--- config.mk ---
export PLATFORM = sky130hd
export DESIGN_NAME = pfde_front
export DESIGN_NICKNAME = d
export VERILOG_FILES = /design/src/hdl/pfde_pkg.sv /design/src/hdl/pfde_front.sv
export SDC_FILE = /design/constraint.sdc
export NUM_CORES = 1
export LEC_CHECK = 0
export ABC_AREA = 1
export BUFFER_PORTS_ARGS = -buffer_cell sky130_fd_sc_hd__buf_4
export CAP_MARGIN = 20
export CORE_MARGIN = 2
export CORE_UTILIZATION = 42
export DETAILED_ROUTE_END_ITERATION = 10
export PLACE_DENSITY = 0.84
export SYNTH_ARGS = -nofsm -noshare
export SYNTH_HDL_FRONTEND = slang
export SYNTH_SLANG_ARGS = --single-unit
--- constraint.sdc ---
create_clock -name clk -period 3.1 [get_ports clk]
set_clock_uncertainty 0.15 [all_clocks]
set_input_delay 0.31 -clock clk [delete_from_list [all_inputs] [get_ports clk]]
set_output_delay 0.31 -clock clk [all_outputs]
set_load 0.005 [all_outputs]
--- src/hdl/pfde_pkg.sv ---
package pfde_pkg;

    localparam int DefWidth  = 128;
    localparam int DefHeight = 64;
    localparam int GlyphFirst = 32;
    localparam int GlyphLast  = 127;
    localparam int GlyphCols  = 6;
    localparam int QueueDepth = 2;

    localparam logic [3:0] OP_CLEAR   = 4'd0;
    localparam logic [3:0] OP_SET     = 4'd1;
    localparam logic [3:0] OP_RESET   = 4'd2;
    localparam logic [3:0] OP_INV     = 4'd3;
    localparam logic [3:0] OP_HSET    = 4'd4;
    localparam logic [3:0] OP_HINV    = 4'd5;
    localparam logic [3:0] OP_VSET    = 4'd6;
    localparam logic [3:0] OP_VINV    = 4'd7;
    localparam logic [3:0] OP_RECT    = 4'd8;
    localparam logic [3:0] OP_FILL    = 4'd9;
    localparam logic [3:0] OP_CHAR    = 4'd10;
    localparam logic [3:0] OP_READ    = 4'd11;

    localparam logic [1:0] MODE_CLR = 2'd0;
    localparam logic [1:0] MODE_SET = 2'd1;
    localparam logic [1:0] MODE_INV = 2'd2;
    localparam logic [1:0] MODE_GLY = 2'd3;

    typedef struct packed {
        logic [3:0] req_type;
        logic [7:0] pos_x;
        logic [7:0] pos_y;
        logic [7:0] end_x;
        logic [7:0] end_y;
        logic [7:0] run_length;
        logic [7:0] char_code;
        logic [9:0] byte_index;
    } req_t;

    typedef struct packed {
        logic [7:0] read_byte;
        logic       rejected;
    } rsp_t;

    // classified job: a sweep over a box of columns x rows (counts minus one)
    typedef struct packed {
        logic       is_clear;
        logic       is_read;
        logic       is_rect;
        logic       noop;
        logic       rejected;
        logic [1:0] mode;
        logic [7:0] x0;
        logic [7:0] y0;
        logic [7:0] x1;
        logic [7:0] y1;
        logic [7:0] cols;
        logic [7:0] rows;
        logic [6:0] glyph;
        logic [9:0] byte_index;
    } job_t;

    function automatic logic [7:0] glyph_col(input logic [6:0] g, input logic [2:0] c);
        logic [7:0] r [0:95][0:5];
        r = '{
        '{8'h00,8'h00,8'h00,8'h00,8'h00,8'h00},'{8'h00,8'h00,8'h00,8'h2F,8'h00,8'h00},
        '{8'h00,8'h00,8'h07,8'h00,8'h07,8'h00},'{8'h00,8'h14,8'h7F,8'h14,8'h7F,8'h14},
        '{8'h00,8'h24,8'h2A,8'h7F,8'h2A,8'h12},'{8'h00,8'h62,8'h64,8'h08,8'h13,8'h23},
        '{8'h00,8'h36,8'h49,8'h55,8'h22,8'h50},'{8'h00,8'h00,8'h05,8'h03,8'h00,8'h00},
        '{8'h00,8'h00,8'h1C,8'h22,8'h41,8'h00},'{8'h00,8'h00,8'h41,8'h22,8'h1C,8'h00},
        '{8'h00,8'h14,8'h08,8'h3E,8'h08,8'h14},'{8'h00,8'h08,8'h08,8'h3E,8'h08,8'h08},
        '{8'h00,8'h00,8'h00,8'hA0,8'h60,8'h00},'{8'h00,8'h08,8'h08,8'h08,8'h08,8'h08},
        '{8'h00,8'h00,8'h60,8'h60,8'h00,8'h00},'{8'h00,8'h20,8'h10,8'h08,8'h04,8'h02},
        '{8'h00,8'h3E,8'h51,8'h49,8'h45,8'h3E},'{8'h00,8'h00,8'h42,8'h7F,8'h40,8'h00},
        '{8'h00,8'h42,8'h61,8'h51,8'h49,8'h46},'{8'h00,8'h21,8'h41,8'h45,8'h4B,8'h31},
        '{8'h00,8'h18,8'h14,8'h12,8'h7F,8'h10},'{8'h00,8'h27,8'h45,8'h45,8'h45,8'h39},
        '{8'h00,8'h3C,8'h4A,8'h49,8'h49,8'h30},'{8'h00,8'h01,8'h71,8'h09,8'h05,8'h03},
        '{8'h00,8'h36,8'h49,8'h49,8'h49,8'h36},'{8'h00,8'h06,8'h49,8'h49,8'h29,8'h1E},
        '{8'h00,8'h00,8'h36,8'h36,8'h00,8'h00},'{8'h00,8'h00,8'h56,8'h36,8'h00,8'h00},
        '{8'h00,8'h08,8'h14,8'h22,8'h41,8'h00},'{8'h00,8'h14,8'h14,8'h14,8'h14,8'h14},
        '{8'h00,8'h00,8'h41,8'h22,8'h14,8'h08},'{8'h00,8'h02,8'h01,8'h51,8'h09,8'h06},
        '{8'h00,8'h32,8'h49,8'h59,8'h51,8'h3E},'{8'h00,8'h7C,8'h12,8'h11,8'h12,8'h7C},
        '{8'h00,8'h7F,8'h49,8'h49,8'h49,8'h36},'{8'h00,8'h3E,8'h41,8'h41,8'h41,8'h22},
        '{8'h00,8'h7F,8'h41,8'h41,8'h22,8'h1C},'{8'h00,8'h7F,8'h49,8'h49,8'h49,8'h41},
        '{8'h00,8'h7F,8'h09,8'h09,8'h09,8'h01},'{8'h00,8'h3E,8'h41,8'h49,8'h49,8'h7A},
        '{8'h00,8'h7F,8'h08,8'h08,8'h08,8'h7F},'{8'h00,8'h00,8'h41,8'h7F,8'h41,8'h00},
        '{8'h00,8'h20,8'h40,8'h41,8'h3F,8'h01},'{8'h00,8'h7F,8'h08,8'h14,8'h22,8'h41},
        '{8'h00,8'h7F,8'h40,8'h40,8'h40,8'h40},'{8'h00,8'h7F,8'h02,8'h0C,8'h02,8'h7F},
        '{8'h00,8'h7F,8'h04,8'h08,8'h10,8'h7F},'{8'h00,8'h3E,8'h41,8'h41,8'h41,8'h3E},
        '{8'h00,8'h7F,8'h09,8'h09,8'h09,8'h06},'{8'h00,8'h3E,8'h41,8'h51,8'h21,8'h5E},
        '{8'h00,8'h7F,8'h09,8'h19,8'h29,8'h46},'{8'h00,8'h46,8'h49,8'h49,8'h49,8'h31},
        '{8'h00,8'h01,8'h01,8'h7F,8'h01,8'h01},'{8'h00,8'h3F,8'h40,8'h40,8'h40,8'h3F},
        '{8'h00,8'h1F,8'h20,8'h40,8'h20,8'h1F},'{8'h00,8'h3F,8'h40,8'h38,8'h40,8'h3F},
        '{8'h00,8'h63,8'h14,8'h08,8'h14,8'h63},'{8'h00,8'h07,8'h08,8'h70,8'h08,8'h07},
        '{8'h00,8'h61,8'h51,8'h49,8'h45,8'h43},'{8'h00,8'h00,8'h7F,8'h41,8'h41,8'h00},
        '{8'h00,8'h55,8'h2A,8'h55,8'h2A,8'h55},'{8'h00,8'h00,8'h41,8'h41,8'h7F,8'h00},
        '{8'h00,8'h04,8'h02,8'h01,8'h02,8'h04},'{8'h00,8'h40,8'h40,8'h40,8'h40,8'h40},
        '{8'h00,8'h00,8'h01,8'h02,8'h04,8'h00},'{8'h00,8'h20,8'h54,8'h54,8'h54,8'h78},
        '{8'h00,8'h7F,8'h48,8'h44,8'h44,8'h38},'{8'h00,8'h38,8'h44,8'h44,8'h44,8'h20},
        '{8'h00,8'h38,8'h44,8'h44,8'h48,8'h7F},'{8'h00,8'h38,8'h54,8'h54,8'h54,8'h18},
        '{8'h00,8'h08,8'h7E,8'h09,8'h01,8'h02},'{8'h00,8'h18,8'hA4,8'hA4,8'hA4,8'h7C},
        '{8'h00,8'h7F,8'h08,8'h04,8'h04,8'h78},'{8'h00,8'h00,8'h44,8'h7D,8'h40,8'h00},
        '{8'h00,8'h40,8'h80,8'h84,8'h7D,8'h00},'{8'h00,8'h7F,8'h10,8'h28,8'h44,8'h00},
        '{8'h00,8'h00,8'h41,8'h7F,8'h40,8'h00},'{8'h00,8'h7C,8'h04,8'h18,8'h04,8'h78},
        '{8'h00,8'h7C,8'h08,8'h04,8'h04,8'h78},'{8'h00,8'h38,8'h44,8'h44,8'h44,8'h38},
        '{8'h00,8'hFC,8'h24,8'h24,8'h24,8'h18},'{8'h00,8'h18,8'h24,8'h24,8'h18,8'hFC},
        '{8'h00,8'h7C,8'h08,8'h04,8'h04,8'h08},'{8'h00,8'h48,8'h54,8'h54,8'h54,8'h20},
        '{8'h00,8'h04,8'h3F,8'h44,8'h40,8'h20},'{8'h00,8'h3C,8'h40,8'h40,8'h20,8'h7C},
        '{8'h00,8'h1C,8'h20,8'h40,8'h20,8'h1C},'{8'h00,8'h3C,8'h40,8'h30,8'h40,8'h3C},
        '{8'h00,8'h44,8'h28,8'h10,8'h28,8'h44},'{8'h00,8'h1C,8'hA0,8'hA0,8'hA0,8'h7C},
        '{8'h00,8'h44,8'h64,8'h54,8'h4C,8'h44},'{8'h14,8'h14,8'h14,8'h14,8'h14,8'h14},
        '{8'h00,8'h00,8'h00,8'h00,8'h00,8'h00},'{8'h00,8'h00,8'h00,8'h00,8'h00,8'h00},
        '{8'h00,8'h00,8'h00,8'h00,8'h00,8'h00},'{8'h00,8'h00,8'h00,8'h00,8'h00,8'h00}};
        if (g > 7'd95 || c > 3'd5)
        begin
            return 8'h00;
        end
        return r[g][c];
    endfunction

endpackage

--- src/hdl/pfde_front.sv ---
module pfde_front (
    input  logic           clk,
    input  logic           rst_n,
    input  logic           start,
    input  pfde_pkg::req_t request,
    output logic           busy,
    output logic           push,
    output pfde_pkg::job_t job,
    input  logic           q_full,
    input  logic           back_idle,
    input  logic           q_empty
);
    import pfde_pkg::*;

    logic   pend_reg;
    logic   pend_next;
    logic   acc;
    logic   ok;
    job_t   j;
    logic [7:0] wl;
    logic [7:0] hl;

    // one request in flight: result of a read must see all earlier writes
    assign busy = pend_reg || !back_idle;
    assign acc  = start && !busy;
    assign ok   = 1'b1;

    always_comb
    begin
        wl = request.end_x - request.pos_x + 8'd1;
        hl = request.end_y - request.pos_y;
        j = '0;
        j.x0 = request.pos_x;
        j.y0 = request.pos_y;
        j.x1 = request.end_x;
        j.y1 = request.end_y;
        j.byte_index = request.byte_index;
        j.glyph = 7'(request.char_code - 8'd32);
        j.mode = MODE_SET;
        case (request.req_type)
            OP_CLEAR: j.is_clear = 1'b1;
            OP_SET, OP_RESET, OP_INV:
            begin
                j.mode = (request.req_type == OP_SET) ? MODE_SET :
                         (request.req_type == OP_RESET) ? MODE_CLR : MODE_INV;
            end
            OP_HSET, OP_HINV, OP_VSET, OP_VINV:
            begin
                j.mode = request.req_type[0] ? MODE_INV : MODE_SET;
                j.noop = (request.run_length == 8'd0);
                if (request.req_type[1])
                begin
                    j.rows = request.run_length - 8'd1;
                end
                else
                begin
                    j.cols = request.run_length - 8'd1;
                end
            end
            OP_RECT:
            begin
                j.is_rect = 1'b1;
                j.noop = (wl == 8'd0) && (hl == 8'd0);
                j.cols = wl - 8'd1;
                j.rows = hl;
            end
            OP_FILL:
            begin
                j.noop = (wl == 8'd0);
                j.cols = wl - 8'd1;
                j.rows = hl;
            end
            OP_CHAR:
            begin
                j.mode = MODE_GLY;
                j.rejected = (request.char_code < 8'd32) || (request.char_code > 8'd127);
                j.noop = j.rejected;
                j.cols = 8'd5;
                j.rows = 8'd7;
            end
            OP_READ: j.is_read = 1'b1;
            default:
            begin
                j.rejected = 1'b1;
                j.noop = 1'b1;
            end
        endcase
    end

    assign push = acc && ok && !q_full;
    assign job  = j;

    always_comb
    begin
        pend_next = pend_reg;
        if (acc)
        begin
            pend_next = 1'b1;
        end
        else if (pend_reg && back_idle && q_empty)
        begin
            pend_next = 1'b0;
        end
    end

    always_ff @(posedge clk or negedge rst_n)
    begin
        if (!rst_n)
        begin
            pend_reg <= 1'b0;
        end
        else
        begin
            pend_reg <= pend_next;
        end
    end
endmodule

==> flow_summary.yaml, run 1 <==
placed_design:
  dp_slack_ps: 196.0
  gp_routability_congestion: 0.8579
  dp.final_hpwl_mm: 4.338
  io_buffers: 111
layout:
  fin_nets: 468
  seqCellArea_um2: 25.02
  fin_util: 0.5628
  fillCellCount: 431
  largest_register_ffs: 1
  area_delta_synth_final_pct: 29.75
  antenna_cells: 0
  multi_input_area_um2: 1289
  drive_gt1_frac: 0.3914
drt:
  ant_nets: 0
  routed_via_density: 4.840
  wirelength_mm: 4.783
  initialDrtViolationCount: 60
  drc_errors: 0
  post_drt_wl_per_cell_um: 11.25
  dr.pass1.iters: 4
  vias: 2057
logic_synthesis:
  synth_cell_types: 34
  synth.area.mux_share: 0
  synth-edff-count: 0
  synth_compound_area_frac: 0.09740
  syn_avg_cell_area_um2: 6.089
  postSynthCellCount: 308
  yosys_warnings: 0
  syn-cell-area_um2: 1876
  async_flop_share: 1.000
  synthSimpleGateAreaFrac: 0.3576
  yosys.area.top_type_share: 0.1881
  synth_top_area_cell: "buf_4"
  ys.flop_type: "dfrtp_1"
  synthTopCellsByArea: "buf_4 (19%), ha_1 (15%), nand2_1 (13%)"
  synth-seq-cells: 1
  synth_top_family_by_area: "simple AND/OR/NAND/NOR gates"
  synth-xor-area-share: 0.05604
  synth_fa_ha_area_frac: 0.1748
  ys_seq_area_frac: 0.01334
  syn_nets: 401
run:
  drv_cap: 0
floorplanning:
  die_w_um: 70.83
  core_um2: 4324
  start_util: 0.4337
  rows: 24
  ioPinCount: 142
  dieArea_um2: 5016
  fp.dieH_um: 70.83
timing:
  worst_pin_slew_ps: 303.3
  holdWs_ps: 323.3
  final_hold_viol_count: 0
  fin_crit_ps: 2872
  setup_viol: 0
  finalMaxSlewViolations: 0
  setup_tns_ps: 0
  worst_slack_ps: 227.9
  fin_crit_sh: 0.9265
  slew_headroom: 0.7971
  max_freq_mhz: 348.2
grt:
  grt_usage: 0.1826
  grt_pass1_vias: 1947
  grt_pass1_wl_mm: 8.024
  grt_overflow: 0
  antenna_found_initial: 0
  grt_max_degree: 10
worst_setup_path:
  r2r-start: "pend_reg"
  cp_data_arrival_time_ps: 2410
  endpoint_kind: "primary output"
  worstSetupStartpointType: "input port"
  critical_path_required_ps: 2640
  cp_max_fo: 4
  reg2reg_depth: 3
  timing.rr.end: "pend_reg"
  criticalPathCategory: "input port to primary output"
  r2r_setup_slack_ps: 2310
pwr:
  p_leak_nw: 1.434
  pwr_density_cell_nw_per_um2: 184.0
  vdd.ir_drop.worst_v: 0.00009084
  power_mw: 0.4477
run_status:
  status: "finished, final reports clean"
clocking:
  postCtsSetupBuffers: 0
  clk_latency_ps: 0
  cts.clk_slew.worst_paths_ps: 0
min_path:
  hp-class: "register to register"
  worstHoldStart: "pend_reg"
  hold_end: "pend_reg"
  hold_depth: 2
[metrics by stage]
| stage | instance area (µm²) | instances |
|---|---|---|
| floorplan | 1876 | 308 |
| global placement | 2421 | 424 |
| detailed placement | 2421 | 424 |
| CTS | 2431 | 425 |
| global route | 2434 | 425 |
| finish | 2434 | 425 |
[where the power goes]
group / switching, mW / leakage (nW) / internal, mW
sequential: 0.00138 / 0.0121 / 0.0158
combinational: 0.229 / 1.42 / 0.202
clock: 0 / 0 / 0
[final cells by class]
| cell class | instances | share of cell area |
|---|---|---|
| inverters | 55 | 0.08689 |
| multi-input cells | 205 | 0.5296 |
| flip-flops and latches | 1 | 0.01028 |
| well taps | 52 | 0.02674 |
| repair buffers | 112 | 0.3465 |
[cells in the final DEF, fill, tap and decap left out, drive strengths merged, types with 2 or more instances in the layout]
cell type  instances
clkinv             2
xor2               8
nor3               5
fa                 2
o221ai             2
xnor2              4
nand4              5
inv               53
o22ai              4
a21oi              7
nor2              26
nand2             77
nand3b             3
nand3             20
ha                23
o21ai             13
buf              111
[cell families after synthesis]
logic type      after synthesis
compound gates               30
xor+xnor                     12
flops                         1
buf+inv                     102
simple gates                138
fa+ha+maj                    25
[synth_stat cells, types with 2 or more instances]
cell type,number
a21oi_1,5
a21oi_2,2
buf_4,47
fa_1,2
ha_1,23
inv_1,47
inv_2,6
nand2_1,64
nand2_2,11
nand2_4,2
nand3_1,17
nand3_2,3
nand3b_1,3
nand4_1,5
nor2_1,20
nor2_2,5
nor3_1,2
nor3_2,3
o21ai_0,6
o21ai_1,7
o221ai_1,2
o22ai_1,4
xnor2_1,4
xor2_1,8
[worst max path at each step]
stage	start	end	slack [ps]	depth (start not counted)
final	request[35]	job[32]	230	15
after global routing	request[35]	job[32]	-7	16
after CTS	request[35]	job[32]	200	15
after detailed placement	request[35]	job[32]	200	15
after global placement	request[35]	job[32]	260	15
after floorplan	request[35]	job[32]	530	14
[routing by layer]
layer | share of wire | vias to the layer above | track usage
li1 | - | 1064 | -
met1 | 0.37 | 911 | 0.2052
met2 | 0.54 | 76 | 0.3634
met3 | 0.081 | 6 | 0.03276
met4 | 0.010 | 0 | 0.02096
met5 | 0 | - | 0
[what timing repair did]
action | CTS | global route
setup endpoints to repair | 0 | 2
resized for setup | 0 | 1
hold buffers | 1 | 0
endpoints found under the hold margin | 1 | 0
[worst max-delay path: stages]
cell and delay (ps):
buf_4 80, inv_1 30, ha_1 260, inv_1 40
ha_1 220, fa_1 510, nor2_1 170, nand2_1 90
nor2_2 170, nand2_4 70, nor2_2 120, nand3_1 80
nand3_1 80, nand2_1 60, buf_4 130
Power figures use the tool's default switching activity.
==> run 2, diff against run 1 <==
- ABC_AREA: 1 -> not set
- CORE_UTILIZATION: 42 -> 40
- PLACE_DENSITY: 0.84 -> 0.86
==> flow_summary.yaml, run 2 <==
drt:
  routed_via_density: 5.023
  ant_nets: 0
  post_drt_wl_per_cell_um: 12.93
  initialDrtViolationCount: 37
  vias: 1783
  dr.pass1.iters: 4
  wirelength_mm: 4.591
  drc_errors: 0
floorplanning:
  rows: 23
  dieArea_um2: 4855
  core_um2: 4086
  start_util: 0.4222
  ioPinCount: 142
  die_w_um: 69.68
  fp.dieH_um: 69.68
layout:
  layout_commonest_cell: "buf_4"
  seqCellArea_um2: 25.02
  finalNonFillerCells: 355
  area_delta_synth_final_pct: 36.62
  fin_nets: 400
  multi_input_area_um2: 1281
  largest_register_ffs: 1
  drive_gt1_frac: 0.4459
  fillCellCount: 398
  layout_common_cells: "buf_4 (113), inv_1 (26), ha_1 (21), nor2_1 (19), xor2_1 (12)"
  antenna_cells: 0
worst_setup_path:
  r2r-start: "pend_reg"
  cp_data_arrival_time_ps: 2590
  cp_common_cell: "ha_4"
  crit_buf_inv: 4
  critPathLaunch: "request[35]"
  cpMaxStageDelayCell: "fa_2"
  endpoint_kind: "primary output"
  worstSetupStartpointType: "input port"
  cp_slowest_stage_delay_ps: 380
  critical_path_required_ps: 2640
  cp_top_family: "adder cells"
  crit_chain: "buf_6 -> inv_4 -> ha_4 -> inv_2 -> ha_4 -> fa_2 -> a211oi_2 -> o21ba_2 -> o221ai_4 -> nor4_2 -> xor2_1 -> o22ai_1 -> buf_4"
  cp_max_fo: 3
  criticalPathCategory: "input port to primary output"
run:
  drv_cap: 0
pwr:
  pwr-share-comb: 0.961
  p_leak_nw: 1.210
  pwr_density_cell_nw_per_um2: 195.4
  p_switching_mw: 0.2106
  power_mw: 0.4607
  intPower_mw: 0.2501
  swShare: 0.4572
  pwr-share-seq: 0.039
  power.clock.fraction: 0
  vdd.ir_drop.worst_v: 0.0001034
logic_synthesis:
  synth_cell_types: 46
  yosysMostFrequentCell: "buf_4"
  ys.flop_type: "dfrtp_1"
  syn_nets: 334
  synth-edff-count: 0
  postSynthCellCount: 241
  async_flop_share: 1.000
  yosys_warnings: 0
  synth-seq-cells: 1
  syn_avg_cell_area_um2: 7.159
  yosys.area.top_type_share: 0.2045
  ys_seq_area_frac: 0.01450
  netlist_top_cells_count: "buf_4 (47), inv_1 (28), ha_1 (23)"
  synth_top_area_cell: "buf_4"
  syn-cell-area_um2: 1725
  synthTopCellsByArea: "buf_4 (20%), ha_1 (17%), xor2_1 (6.6%)"
timing:
  max_freq_mhz: 327.4
  fin_crit_ps: 3054
  slew_headroom: 0.7983
  fin_crit_sh: 0.9852
  final_hold_viol_count: 0
  finalMaxSlewViolations: 0
  setup_viol: 0
  holdWs_ps: 327.4
  worst_pin_slew_ps: 300.4
placed_design:
  gp_routability_congestion: 0.8799
  dp.cells: 351
  io_buffers: 111
  dp.final_hpwl_mm: 3.863
min_path:
  hp-class: "register to register"
  worstHoldStart: "pend_reg"
grt:
  grt_usage: 0.1712
  antenna_found_initial: 0
  grt_overflow: 0
  grt_pass1_wl_mm: 7.251
  grt_max_degree: 16
  grt_pass1_vias: 1708
clocking:
  cts.clk_slew.worst_paths_ps: 0
  clk_latency_ps: 0
run_status:
  status: "finished, final reports clean"
-- run 2: cell count changes in the layout (fill, tap and decap cells not counted), moves of 5 or more --
cell	change
nand2_2	-11
nand3_1	-15
nor2_2	-5
o21ai_1	-6
inv_1	-21
nand2_1	-56
xnor2_1	+6
o21ai_0	+5
inv_2	-5
o22ai_1	+7
-- run 2: metal layers --
layer | global-route usage | share of wire | up-vias
met5 | 0 | 0 | -
met4 | 0.01709 | 0.010 | 0
met3 | 0.03052 | 0.095 | 10
met2 | 0.3333 | 0.52 | 77
met1 | 0.1993 | 0.38 | 786
li1 | - | - | 910
-- run 2: final timing paths --
check,end,slack (ps),depth (start not counted)
worst min-delay path,pend_reg,330,1
max in group asynchronous,pend_reg,2230,2
worst max-delay path,job[32],50,13
worst min register to register,pend_reg,330,1
min in group asynchronous,pend_reg,490,2
worst max register to register,pend_reg,2280,2
-- run 2: final cells by class --
class                      count  share of cell area
multi-input combinational    160              0.5435
tap                           50             0.02654
timing repair buffer         116              0.3737
inverter                      28             0.04565
sequential                     1             0.01062
-- run 2: logic make-up after synthesis --
group / synth area share
compound gates: 0.2125
xor+xnor: 0.1167
fa+ha+maj: 0.1900
buf+inv: 0.2770
flops: 0.01450
mux: 0.005802
simple gates: 0.1835
-- run 2: power groups by stage --
stage | sequential [mW] | clock (mW) | combinational, mW
floorplan | 0.0171 | 0 | 0.278
global placement | 0.0174 | 0 | 0.403
detailed placement | 0.0178 | 0 | 0.412
CTS | 0.0178 | 0 | 0.419
global route | 0.0185 | 0 | 0.489
finish | 0.0178 | 0 | 0.443
-- run 2: through the flow --
stage / instance area (µm²) / setup TNS [ps] / util / worst slack, ps
floorplan: 1725 / 0 / - / 350.8
global placement: 2256 / 0 / 0.5521 / 62.55
detailed placement: 2256 / -21.35 / 0.5521 / -21.35
CTS: 2276 / 0 / 0.5570 / 6.669
global route: 2357 / -49.10 / 0.5769 / -49.10
finish: 2357 / 0 / 0.5769 / 46.02
-- run 2: repair_timing --
| item | 4_1_cts | 5_1_grt |
|---|---|---|
| pin swaps | 4 | 11 |
| hold endpoints to repair | 1 | 0 |
| endpoints found under the setup margin | 1 | 3 |
| gates cloned | 0 | 0 |
| setup buffers | 1 | 2 |
| hold buffers | 1 | 0 |
| resized for setup | 1 | 12 |
