$ cat src/hdl/pfde_pkg.sv
package pfde_pkg;

    localparam int DefWidth  = 128;
    localparam int DefHeight = 64;
    localparam int GlyphFirst = 32;
    localparam int GlyphLast  = 127;
    localparam int GlyphCols  = 6;
    localparam int QueueDepth = 2;

    localparam logic [3:0] OP_CLEAR   = 4'd0;
    localparam logic [3:0] OP_SET     = 4'd1;
    localparam logic [3:0] OP_RESET   = 4'd2;
    localparam logic [3:0] OP_INV     = 4'd3;
    localparam logic [3:0] OP_HSET    = 4'd4;
    localparam logic [3:0] OP_HINV    = 4'd5;
    localparam logic [3:0] OP_VSET    = 4'd6;
    localparam logic [3:0] OP_VINV    = 4'd7;
    localparam logic [3:0] OP_RECT    = 4'd8;
    localparam logic [3:0] OP_FILL    = 4'd9;
    localparam logic [3:0] OP_CHAR    = 4'd10;
    localparam logic [3:0] OP_READ    = 4'd11;

    localparam logic [1:0] MODE_CLR = 2'd0;
    localparam logic [1:0] MODE_SET = 2'd1;
    localparam logic [1:0] MODE_INV = 2'd2;
    localparam logic [1:0] MODE_GLY = 2'd3;

    typedef struct packed {
        logic [3:0] req_type;
        logic [7:0] pos_x;
        logic [7:0] pos_y;
        logic [7:0] end_x;
        logic [7:0] end_y;
        logic [7:0] run_length;
        logic [7:0] char_code;
        logic [9:0] byte_index;
    } req_t;

    typedef struct packed {
        logic [7:0] read_byte;
        logic       rejected;
    } rsp_t;

    // classified job: a sweep over a box of columns x rows (counts minus one)
    typedef struct packed {
        logic       is_clear;
        logic       is_read;
        logic       is_rect;
        logic       noop;
        logic       rejected;
        logic [1:0] mode;
        logic [7:0] x0;
        logic [7:0] y0;
        logic [7:0] x1;
        logic [7:0] y1;
        logic [7:0] cols;
        logic [7:0] rows;
        logic [6:0] glyph;
        logic [9:0] byte_index;
    } job_t;

    function automatic logic [7:0] glyph_col(input logic [6:0] g, input logic [2:0] c);
        logic [7:0] r [0:95][0:5];
        r = '{
        '{8'h00,8'h00,8'h00,8'h00,8'h00,8'h00},'{8'h00,8'h00,8'h00,8'h2F,8'h00,8'h00},
        '{8'h00,8'h00,8'h07,8'h00,8'h07,8'h00},'{8'h00,8'h14,8'h7F,8'h14,8'h7F,8'h14},
        '{8'h00,8'h24,8'h2A,8'h7F,8'h2A,8'h12},'{8'h00,8'h62,8'h64,8'h08,8'h13,8'h23},
        '{8'h00,8'h36,8'h49,8'h55,8'h22,8'h50},'{8'h00,8'h00,8'h05,8'h03,8'h00,8'h00},
        '{8'h00,8'h00,8'h1C,8'h22,8'h41,8'h00},'{8'h00,8'h00,8'h41,8'h22,8'h1C,8'h00},
        '{8'h00,8'h14,8'h08,8'h3E,8'h08,8'h14},'{8'h00,8'h08,8'h08,8'h3E,8'h08,8'h08},
        '{8'h00,8'h00,8'h00,8'hA0,8'h60,8'h00},'{8'h00,8'h08,8'h08,8'h08,8'h08,8'h08},
        '{8'h00,8'h00,8'h60,8'h60,8'h00,8'h00},'{8'h00,8'h20,8'h10,8'h08,8'h04,8'h02},
        '{8'h00,8'h3E,8'h51,8'h49,8'h45,8'h3E},'{8'h00,8'h00,8'h42,8'h7F,8'h40,8'h00},
        '{8'h00,8'h42,8'h61,8'h51,8'h49,8'h46},'{8'h00,8'h21,8'h41,8'h45,8'h4B,8'h31},
        '{8'h00,8'h18,8'h14,8'h12,8'h7F,8'h10},'{8'h00,8'h27,8'h45,8'h45,8'h45,8'h39},
        '{8'h00,8'h3C,8'h4A,8'h49,8'h49,8'h30},'{8'h00,8'h01,8'h71,8'h09,8'h05,8'h03},
        '{8'h00,8'h36,8'h49,8'h49,8'h49,8'h36},'{8'h00,8'h06,8'h49,8'h49,8'h29,8'h1E},
        '{8'h00,8'h00,8'h36,8'h36,8'h00,8'h00},'{8'h00,8'h00,8'h56,8'h36,8'h00,8'h00},
        '{8'h00,8'h08,8'h14,8'h22,8'h41,8'h00},'{8'h00,8'h14,8'h14,8'h14,8'h14,8'h14},
        '{8'h00,8'h00,8'h41,8'h22,8'h14,8'h08},'{8'h00,8'h02,8'h01,8'h51,8'h09,8'h06},
        '{8'h00,8'h32,8'h49,8'h59,8'h51,8'h3E},'{8'h00,8'h7C,8'h12,8'h11,8'h12,8'h7C},
        '{8'h00,8'h7F,8'h49,8'h49,8'h49,8'h36},'{8'h00,8'h3E,8'h41,8'h41,8'h41,8'h22},
        '{8'h00,8'h7F,8'h41,8'h41,8'h22,8'h1C},'{8'h00,8'h7F,8'h49,8'h49,8'h49,8'h41},
        '{8'h00,8'h7F,8'h09,8'h09,8'h09,8'h01},'{8'h00,8'h3E,8'h41,8'h49,8'h49,8'h7A},
        '{8'h00,8'h7F,8'h08,8'h08,8'h08,8'h7F},'{8'h00,8'h00,8'h41,8'h7F,8'h41,8'h00},
        '{8'h00,8'h20,8'h40,8'h41,8'h3F,8'h01},'{8'h00,8'h7F,8'h08,8'h14,8'h22,8'h41},
        '{8'h00,8'h7F,8'h40,8'h40,8'h40,8'h40},'{8'h00,8'h7F,8'h02,8'h0C,8'h02,8'h7F},
        '{8'h00,8'h7F,8'h04,8'h08,8'h10,8'h7F},'{8'h00,8'h3E,8'h41,8'h41,8'h41,8'h3E},
        '{8'h00,8'h7F,8'h09,8'h09,8'h09,8'h06},'{8'h00,8'h3E,8'h41,8'h51,8'h21,8'h5E},
        '{8'h00,8'h7F,8'h09,8'h19,8'h29,8'h46},'{8'h00,8'h46,8'h49,8'h49,8'h49,8'h31},
        '{8'h00,8'h01,8'h01,8'h7F,8'h01,8'h01},'{8'h00,8'h3F,8'h40,8'h40,8'h40,8'h3F},
        '{8'h00,8'h1F,8'h20,8'h40,8'h20,8'h1F},'{8'h00,8'h3F,8'h40,8'h38,8'h40,8'h3F},
        '{8'h00,8'h63,8'h14,8'h08,8'h14,8'h63},'{8'h00,8'h07,8'h08,8'h70,8'h08,8'h07},
        '{8'h00,8'h61,8'h51,8'h49,8'h45,8'h43},'{8'h00,8'h00,8'h7F,8'h41,8'h41,8'h00},
        '{8'h00,8'h55,8'h2A,8'h55,8'h2A,8'h55},'{8'h00,8'h00,8'h41,8'h41,8'h7F,8'h00},
        '{8'h00,8'h04,8'h02,8'h01,8'h02,8'h04},'{8'h00,8'h40,8'h40,8'h40,8'h40,8'h40},
        '{8'h00,8'h00,8'h01,8'h02,8'h04,8'h00},'{8'h00,8'h20,8'h54,8'h54,8'h54,8'h78},
        '{8'h00,8'h7F,8'h48,8'h44,8'h44,8'h38},'{8'h00,8'h38,8'h44,8'h44,8'h44,8'h20},
        '{8'h00,8'h38,8'h44,8'h44,8'h48,8'h7F},'{8'h00,8'h38,8'h54,8'h54,8'h54,8'h18},
        '{8'h00,8'h08,8'h7E,8'h09,8'h01,8'h02},'{8'h00,8'h18,8'hA4,8'hA4,8'hA4,8'h7C},
        '{8'h00,8'h7F,8'h08,8'h04,8'h04,8'h78},'{8'h00,8'h00,8'h44,8'h7D,8'h40,8'h00},
        '{8'h00,8'h40,8'h80,8'h84,8'h7D,8'h00},'{8'h00,8'h7F,8'h10,8'h28,8'h44,8'h00},
        '{8'h00,8'h00,8'h41,8'h7F,8'h40,8'h00},'{8'h00,8'h7C,8'h04,8'h18,8'h04,8'h78},
        '{8'h00,8'h7C,8'h08,8'h04,8'h04,8'h78},'{8'h00,8'h38,8'h44,8'h44,8'h44,8'h38},
        '{8'h00,8'hFC,8'h24,8'h24,8'h24,8'h18},'{8'h00,8'h18,8'h24,8'h24,8'h18,8'hFC},
        '{8'h00,8'h7C,8'h08,8'h04,8'h04,8'h08},'{8'h00,8'h48,8'h54,8'h54,8'h54,8'h20},
        '{8'h00,8'h04,8'h3F,8'h44,8'h40,8'h20},'{8'h00,8'h3C,8'h40,8'h40,8'h20,8'h7C},
        '{8'h00,8'h1C,8'h20,8'h40,8'h20,8'h1C},'{8'h00,8'h3C,8'h40,8'h30,8'h40,8'h3C},
        '{8'h00,8'h44,8'h28,8'h10,8'h28,8'h44},'{8'h00,8'h1C,8'hA0,8'hA0,8'hA0,8'h7C},
        '{8'h00,8'h44,8'h64,8'h54,8'h4C,8'h44},'{8'h14,8'h14,8'h14,8'h14,8'h14,8'h14},
        '{8'h00,8'h00,8'h00,8'h00,8'h00,8'h00},'{8'h00,8'h00,8'h00,8'h00,8'h00,8'h00},
        '{8'h00,8'h00,8'h00,8'h00,8'h00,8'h00},'{8'h00,8'h00,8'h00,8'h00,8'h00,8'h00}};
        if (g > 7'd95 || c > 3'd5)
        begin
            return 8'h00;
        end
        return r[g][c];
    endfunction

endpackage

$ cat src/hdl/pfde_queue.sv
module pfde_queue #(
    parameter int DEPTH = 2
) (
    input  logic           clk,
    input  logic           rst_n,
    input  logic           push,
    input  pfde_pkg::job_t din,
    input  logic           pop,
    output pfde_pkg::job_t dout,
    output logic           empty,
    output logic           full
);
    import pfde_pkg::*;
    localparam int AW = (DEPTH > 1) ? $clog2(DEPTH) : 1;

    job_t          slot_reg [0:DEPTH-1];
    logic [AW-1:0] wp_reg;
    logic [AW-1:0] rp_reg;
    logic [AW:0]   cnt_reg;

    assign empty = (cnt_reg == '0);
    assign full  = (cnt_reg == (AW+1)'(DEPTH));
    assign dout  = slot_reg[rp_reg];

    always_ff @(posedge clk)
    begin
        if (push && !full)
        begin
            slot_reg[wp_reg] <= din;
        end
    end

    always_ff @(posedge clk or negedge rst_n)
    begin
        if (!rst_n)
        begin
            wp_reg  <= '0;
            rp_reg  <= '0;
            cnt_reg <= '0;
        end
        else
        begin
            if (push && !full)
            begin
                wp_reg <= (wp_reg == AW'(DEPTH-1)) ? '0 : wp_reg + 1'b1;
            end
            if (pop && !empty)
            begin
                rp_reg <= (rp_reg == AW'(DEPTH-1)) ? '0 : rp_reg + 1'b1;
            end
            cnt_reg <= cnt_reg + (AW+1)'(push && !full) - (AW+1)'(pop && !empty);
        end
    end
endmodule

$ cat config.mk
export PLATFORM = sky130hd
export DESIGN_NAME = pfde_queue
export DESIGN_NICKNAME = d
export VERILOG_FILES = /design/src/hdl/pfde_pkg.sv /design/src/hdl/pfde_queue.sv
export SDC_FILE = /design/constraint.sdc
export NUM_CORES = 1
export LEC_CHECK = 0
export ABC_CLOCK_PERIOD_IN_PS = 6900
export BUFFER_PORTS_ARGS = -buffer_cell sky130_fd_sc_hd__buf_2
export CAP_MARGIN = 10
export CORE_MARGIN = 2
export CORE_UTILIZATION = 40
export DETAILED_ROUTE_END_ITERATION = 10
export SLEW_MARGIN = 20
export SYNTH_ARGS = -nofsm -noshare
export SYNTH_HDL_FRONTEND = slang
export SYNTH_SLANG_ARGS = --single-unit
$ cat constraint.sdc
create_clock -name clk -period 6.9 [get_ports clk]
set_input_delay 0.69 -clock clk [delete_from_list [all_inputs] [get_ports clk]]
set_output_delay 0.69 -clock clk [all_outputs]
set_load 0.01 [all_outputs]
==> metrics.txt, run 1 <==
area of the core 13900 um^2; R2R depth 4; PD cells approximately 440 nW/um^2; largest net degree at the start of global routing 73; crit share post-route 46.7%; Worst Path Required 6210 ps; ranking of synthesized cells by area edfxtp_1 (75%), mux2_4 (18%), buf_12 (2.4%); Post-synth ARST share 2.70%; initial antenna violation count 0; CTS tree yes; Comb pwr share approximately 30%; die area 15300 um^2; Sw Ratio 28.1%; Placed Area 6590 um^2; Sink Count 148; Layout area overhead 24.7%; Std-Cell Rows 43; ANT nets after route 0; Die W 124 um; Int Pwr about 2.2 mW; Worst Hold Class in -> async; Setup violations, final 0; max reg flops about 140; status finished clean; DR DRC count 0; Mapped Nets 320; Initial Util 41.2%; Gate Count Post-Synth 242; Fin. Hold Viols 0; DR WL/cell about 16 um; drt first pass iters 4; Yosys reg bits about 150; clock share of power between 20 and 30%; Die Y-Extent 124 um; HPWL Detailed 5890 um; mean post-synth cell area 23.7 um^2; first-pass GRT wire length between 10000 and 15000 um; R2R Path Start cnt_reg[0]; Rel. slew slack 30.7%; Synth Warn # 0; Final Instance Area 7160 um^2; via count between 2000 and 3000; total negative slack 0 ps; Period minus WS final 3220 ps; Leak 2.88 nW; Seq pwr share 42.5%; 1st-iter DRT viols about 190; post-cts sizing count 0; WL final 9590 um; Post-synth EDFFs roughly 140; critical path launch point type flip-flop; Worst-path clk slew 50 ps; IO buf count 149; unrepaired setup endpoints after global routing false; Distinct cells, synth 15; max-slew violations 0; Least-Margin Pin Slew between 1000 and 1500 ps; post-synthesis sequential area ratio 77.0%; # IOs 150; peak supply drop 0.000214 V; Final #Nets around 480; Final GP Congestion 0.663; Final Skew 4.43 ps; share of cells above drive strength 1 61.2%; clk root buf clkbuf_16; vias in the first global route 2841; H-tree Lvls 4; CTS Buf Count 17; area leader, netlist edfxtp_1; Vias per Instance 4.55; clk_lat worst skew 410 ps; Filler cells around 1200; Max Cap Violations 0; sequential standard cell area 4430 um^2; Primary FF master, synth edfxtp_1; synthesized area around 5700 um^2; P_sw 879 uW; CP max FO 46; CP endpoint kind primary output; top cell type's share of synthesized area 75.3%; Max clock buf depth 2; Post-synth top cells edfxtp_1 (144), mux2_4 (69), buf_12 (7); setup bufs post-CTS 0; cell with the most instances after synthesis edfxtp_1; CP Data Arrival Time 2530 ps; fin worst setup slack 3680 ps; Setup CP Type reg -> out; r2r setup slk 4500 ps; remaining global-route overflow 0; pre-CTS setup slack 4050 ps; reg2reg end slot_reg[0][62]; gr usage total 12.9%; Hold Buf Count CTS 0; multi-input logic area 1170 um^2; Fmax achieved between 0.3 and 0.4 GHz
cells in the final DEF (no fill, tap or decap):
cell        count
buf_2         149
edfxtp_1      144
mux2_4         69
clkbuf_16      17
clkinv_2        4
clkinvlp_4      4
xnor2_1         3
mux2_2          3
clkinv_1        3
dfrtp_1         3
inv_1           2
ha_1            2
bufinv_16       2
inv_6           2
buf_4           2
diode_2         1
nor2_1          1
nor2b_1         1
nand2b_1        1
nand2_1         1
nor2_4          1
and3_4          1
xor2_1          1
dfrtp_4         1
logic make-up after synthesis:
logic type | count (synthesis) | share of synthesized area (%)
xor+xnor | 4 | 0.610
fa+ha+maj | 2 | 0.436
buf+inv | 10 | 2.77
flops | 148 | 77.0
mux | 72 | 18.6
simple gates | 6 | 0.523
stage by stage:
step | power, mW | util [%] | hold WS, ps | instances
after floorplan | 2.07 | - | 394 | 242
after global placement | 2.29 | 47.3 | 487 | 565
after detailed placement | 2.30 | 47.3 | 488 | 565
after CTS | 3.18 | 51.4 | 65.4 | 597
after global routing | 3.30 | 51.4 | 56.2 | 597
final | 3.13 | 51.4 | 82.8 | 598
metal layers:
metal | vias to the layer above | GRT usage, % | routed length [um]
met4 | 0 | 4.69 | 49
met5 | - | 0 | 0
li1 | 1281 | - | -
met1 | 1340 | 15.6 | 4100
met2 | 94 | 20.7 | 4740
met3 | 4 | 5.22 | 702
power by group through the flow:
stage	logic [mW]	clock network, mW	registers, mW
after CTS	0.952	0.897	1.34
final	0.924	0.872	1.33
after global placement	0.946	0	1.34
after floorplan	0.761	0	1.30
after detailed placement	0.949	0	1.35
after global routing	1.01	0.937	1.35
worst max path at each step:
| stage | startpoint | end | slack [ps] | cells after the start |
|---|---|---|---|---|
| detailed placement | rp_reg | dout[59] | 4050 | 3 |
| CTS | rp_reg | dout[59] | 3600 | 3 |
| floorplan | push | slot_reg[0][0] | 2610 | 2 |
| finish | rp_reg | dout[59] | 3680 | 3 |
| global placement | rp_reg | dout[58] | 4060 | 3 |
| global route | rp_reg | dout[58] | 3510 | 3 |
critical path, stage by stage, from the launching register on:
cell and delay [ps]:
dfrtp_4 770, buf_4 780, mux2_2 410, buf_2 140
cell type report:
cell class	count	share of cell area, %
flip-flops and latches	148	61.8
multi-input cells	84	16.4
repair buffers	151	10.6
clock buffers	17	5.94
well taps	180	3.15
clock inverters	15	1.94
inverters	2	0.105
diodes	1	0.0349
Note: power is estimated with default switching activity, not from simulation.
==> inputs of run 2 (changes only) <==
ABC_AREA = 1   (was default)
ABC_CLOCK_PERIOD_IN_PS = 2840   (was 6900)
PLACE_DENSITY = 0.66   (was default)
clock period = 2.84 ns   (was 6.9 ns; I/O delays follow)
==> run 2 against run 1 <==
Effect of this change:
- design area decreased by 2.6%
- clock power increased by 140%
- clock skew increased by 0.89 ps
- sequential cell count unchanged
- combinational power increased by 140%
- via count increased by 27%
- synthesized area decreased by 4.3%
- die area decreased by 4.1%
- register-to-register slack got worse by 3400 ps
- largest cell class unchanged
- highest routed layer unchanged
==> metrics.txt, run 2 <==
status finished clean; most common cell after layout, fill and taps aside nand2_1; commonest cells after routing, fill and taps aside nand2_1 (229), buf_2 (149), edfxtp_1 (144), clkbuf_16 (17), inv_1 (9); area leader, netlist edfxtp_1; crit share post-route 81.5%; area of the core 13300 um^2; via count 3455; Vias per Instance ~4.6; CTS tree yes; CP endpoint kind primary output; Setup violations, final 0; WL final between 10000 and 15000 um; Final Instance Area roughly 7000 um^2; largest net degree at the start of global routing 56; Final Skew 5.32 ps; total negative slack 0 ps; CP max FO 55; Primary FF master, synth edfxtp_1; Leak roughly 3 nW; Least-Margin Pin Slew 526 ps; drt first pass iters 4; Post-synth EDFFs approximately 140; IO buf count 149; share of cells above drive strength 1 between 30% and 40%; cell with the most instances after synthesis nand2_1; Period minus WS final 2310 ps; Synth Warn # 0; Layout area overhead 26.9%; remaining global-route overflow 0; # IOs 150; initial antenna violation count 0; Mapped Nets 487; Fmax achieved 0.432 GHz; Die Y-Extent 121 um; Worst Hold Class in -> reg; ANT nets after route 0; synthesized area roughly 5500 um^2; DR WL/cell roughly 15 um; DR DRC count 0; Placed Area 6410 um^2; max-slew violations 0; mean post-synth cell area ~13 um^2; Distinct cells, synth 11; max reg flops 144; first-pass GRT wire length 17000 um; CP Data Arrival Time 2030 ps; CTS Buf Count 17; Gate Count Post-Synth slightly above 400; Worst Path Required 2560 ps; vias in the first global route 3480; top cell type's share of synthesized area about 80%; setup bufs post-CTS 0; Initial Util 41.2%; Final #Nets approximately 650; H-tree Lvls 4; unrepaired setup endpoints after global routing false; clk_lat worst skew 410 ps; Post-synth ARST share 2.70%; ranking of synthesized cells by area edfxtp_1 (79%), nand2_1 (16%), dfrtp_1 (1.8%); PD cells 1060 nW/um^2; Max Cap Violations 0; Final GP Congestion around 0.80; HPWL Detailed 7180 um; Yosys reg bits 148; Sink Count 148; Rel. slew slack 64.9%; Die W 121 um; die area 14700 um^2; Filler cells ~1200; gr usage total 15.6%; Std-Cell Rows 42; Fin. Hold Viols 0; critical path launch point type flip-flop; clk root buf clkbuf_16; Max clock buf depth 2; Setup CP Type reg -> out; Post-synth top cells nand2_1 (229), edfxtp_1 (144), inv_1 (10); 1st-iter DRT viols between 150 and 200; Worst-path clk slew 60 ps; peak supply drop 0.000474 V; post-synthesis sequential area ratio 80.5%
run 2: cell types whose count changed after synthesis, sizes merged:
cell	change
buf	+7
nand2b	-1
nand3	+3
xnor2	-3
nor2b	-1
xor2	-1
nand2	+228
and3	-1
inv	+9
nor2	-1
mux2	-72
run 2: per-stage QoR:
stage / power (mW) / std cells / util, % / setup WS, ps / hold slack, ps
6_report: 7.42 / 758 / 52.3 / 526 / 64.6
5_1_grt: 7.90 / 757 / 52.2 / 324 / 38.6
4_1_cts: 7.53 / 757 / 52.2 / 471 / 44.1
3_5_place_dp: 5.45 / 725 / 48.1 / 920 / 98.4
3_3_place_gp: 5.38 / 725 / 48.1 / 981 / 92.6
2_1_floorplan: 4.56 / 409 / - / 441 / -11.6
run 2: timing repair:
item / in CTS / in global routing
endpoints found under the hold margin: 4 / 0
resized for setup: 0 / 0
hold buffers: 1 / 0
run 2: where the power goes:
| part | leakage, nW | total, mW | internal (mW) | switching [mW] |
|---|---|---|---|---|
| combinational | 1.40 | 2.19 | 0.738 | 1.46 |
| clock | 0.263 | 2.08 | 1.27 | 0.805 |
| sequential | 1.39 | 3.15 | 2.98 | 0.172 |
run 2: critical path, cell delays in order (launching register included):
cell,delay [ps]
dfrtp_2,600
inv_2,350
buf_12,290
nand2_1,110
nand2_1,90
buf_2,140
run 2: path summary, 6_finish.rpt:
path	endpoint	cells past startpoint	slack, ps	startpoint
setup / recovery	dout[62]	5	530	rp_reg
hold / removal	slot_reg[0][0]	1	60	din[0]
setup reg to reg	slot_reg[0][68]	5	1100	cnt_reg[0]
hold reg to reg	wp_reg	2	480	wp_reg
max in group asynchronous	rp_reg	2	2450	rst_n
min in group asynchronous	cnt_reg[0]	2	250	rst_n
run 2: cell type report:
class | count | area [um^2] | area share, %
Antenna cell | 1 | 2.50 | 0.0359
Clock buffer | 19 | 433 | 6.21
Clock inverter | 12 | 115 | 1.65
Inverter | 11 | 42.5 | 0.610
Multi-Input combinational cell | 235 | 911 | 13.1
Sequential cell | 148 | 4430 | 63.4
Tap cell | 176 | 220 | 3.16
Timing Repair Buffer | 156 | 826 | 11.8
run 2: metal layers:
layer / share of wire, % / up-vias / global-route usage (%)
met2: 50 / 119 / 25.4
met3: 7.1 / 12 / 5.64
met1: 42 / 1631 / 19.1
li1: - / 1693 / -
met4: 1.1 / 0 / 6.03
met5: 0 / - / 0
run 2: cell families after synthesis:
family / synth area share (%)
adder cells (fa/ha/maj): 0.455
buffers and inverters: 3.07
flip-flops: 80.5
AND/OR/NAND/NOR: 16.0
==> inputs of run 3 (changes only) <==
ABC_AREA = 0   (was 1)
ABC_CLOCK_PERIOD_IN_PS = 2140   (was 2840)
PLACE_DENSITY = default   (was 0.66)
clock period = 2.14 ns   (was 2.84 ns; I/O delays follow)
==> run 3 against run 2 <==
Effect of this change:
- die area increased by 4.3%
- sequential share of layout area fell by 7.8 points
- via count down 13%
- non-clock buffer count grew 69
- wire length fell by 7.4%
- hold slack worse by 36 ps
==> metrics.txt, run 3 (same netlist as run 1, synthesis figures left out) <==
status finished clean; Hold Crit Depth 1; Int Pwr 7.63 mW; # IOs 150; final hold slack 28.2 ps; commonest cells after routing, fill and taps aside buf_2 (149), edfxtp_1 (144), dlygate4sd3_1 (71), mux2_4 (69), clkbuf_16 (17); setup bufs post-CTS 0; Layout Cells excl Fill 671; via count 3016; R2R depth 7; Comb pwr share 31.9%; Pwr Total 10.5 mW; unrepaired setup endpoints after global routing false; initial antenna violation count 0; multi-input logic area ~1200 um^2; DR WL/cell 15.4 um; clk_lat worst skew 410 ps; CP Data Arrival Time 1790 ps; Worst Hold Launch din[28]; Sw Ratio 27.1%; Final GP Congestion slightly below 0.7; Hold Path End slot_reg[0][28]; Fin. Hold Viols 0; die area 15300 um^2; largest net degree at the start of global routing 65; Worst-path clk slew 50 ps; CP max stage cell dfrtp_4; gr usage total 13.8%; Seq pwr share 39.6%; vias in the first global route 3219; 1st-iter DRT viols 170; Period minus WS final 2010 ps; peak supply drop roughly 0.00075 V; max-slew violations 0; CP max stage delay 420 ps; Setup violations, final 0; r2r setup slk about 530 ps; WL final ~10000 um; DR DRC count 0; dpl cells around 570; first-pass GRT wire length 15400 um; crit share post-route 93.8%; P_sw 2.83 mW; Leak 3.23 nW; Max clock buf depth 2; Final Skew 5.22 ps; R2R Path Start cnt_reg[1]; CTS tree yes; PD cells around 1300 nW/um^2; CP max FO 26; ANT cells 0; Fmax achieved around 0.5 GHz; reg2reg end cnt_reg[1]; Final #Nets ~560; total negative slack 0 ps; max reg flops 144; share of cells above drive strength 1 52.3%; Filler cells between 1000 and 1500; sequential standard cell area 4430 um^2; drt first pass iters 4; Initial Util around two fifths; Layout area overhead 38.6%; area of the core 13900 um^2; most common cell after layout, fill and taps aside buf_2; Least-Margin Pin Slew roughly 480 ps; Max Cap Violations 0; Sink Count 148; Setup CP Type reg -> out; ANT nets after route 0; fin util 57.1%; CP endpoint kind primary output; Std-Cell Rows 43; IO buf count around 150; H-tree Lvls 4; Die Y-Extent between 100 and 150 um; critical path launch point type flip-flop; Worst Hold Class in -> reg; Vias per Instance 4.49; Rel. slew slack between 60% and 70%; Die W 124 um; Hold Buf Count CTS 71; CTS Buf Count 17; Worst Path Required 1930 ps; clk root buf clkbuf_16; HPWL Detailed roughly 6200 um; worst-path cell chain buf_4, mux2_2, buf_2; post-cts sizing count 0; remaining global-route overflow 0; clock share of power approximately 28%
-- run 3: cell types whose count changed in the layout (fill, tap and decap cells not counted), moves of 3 or more --
| cell | before | now |
|---|---|---|
| dlygate4sd3_1 | 1 | 71 |
| mux2_4 | 0 | 69 |
| mux2_2 | 0 | 3 |
| nand2_1 | 229 | 1 |
| nand3_1 | 3 | 0 |
| xnor2_1 | 0 | 3 |
| inv_1 | 9 | 2 |
-- run 3: area by class of cell --
cell class | instances | area share (%)
clock buffers | 20 | 5.48
clock inverters | 12 | 2.03
inverters | 2 | 0.0943
multi-input cells | 84 | 14.7
flip-flops and latches | 148 | 55.6
well taps | 180 | 2.83
repair buffers | 225 | 19.2
-- run 3: worst max path at each step --
stage                           from             end  slack [ps]  cells after the start
after floorplan           cnt_reg[1]  slot_reg[0][0]          30                      3
after global placement        rp_reg        dout[58]         560                      3
after detailed placement  cnt_reg[1]      cnt_reg[1]         530                      7
after CTS                     rp_reg        dout[65]          90                      3
after global routing          rp_reg        dout[59]          40                      3
final                         rp_reg        dout[58]         130                      3
-- run 3: per-stage QoR --
stage,cell area [um^2],worst slack (ps)
after floorplan,5750,32.5
after global placement,6650,558
after detailed placement,6650,528
after CTS,7960,90.5
after global routing,7960,36.1
final,7960,133
-- run 3: worst max-delay path, delay by kind of cell (launching register included) --
family / cells / cell delay, ps
mux: 1 / 400
buf+inv: 2 / 560
flops: 1 / 420
-- run 3: routing by layer --
metal	vias to the layer above	wire [um]	share of wire, %	global-route usage [%]
met4	0	211	2.0	7.24
met5	-	0	0	0
li1	1431	-	-	-
met1	1457	4390	43	16.0
met2	112	4970	48	22.5
met3	16	737	7.2	5.13
-- run 3: power groups by stage --
stage	clock, mW	combinational (mW)	sequential [mW]
floorplan	0	2.46	4.16
global placement	0	3.31	4.17
detailed placement	0	3.32	4.20
CTS	3.06	3.43	4.14
global route	3.20	3.62	4.20
finish	2.97	3.34	4.14
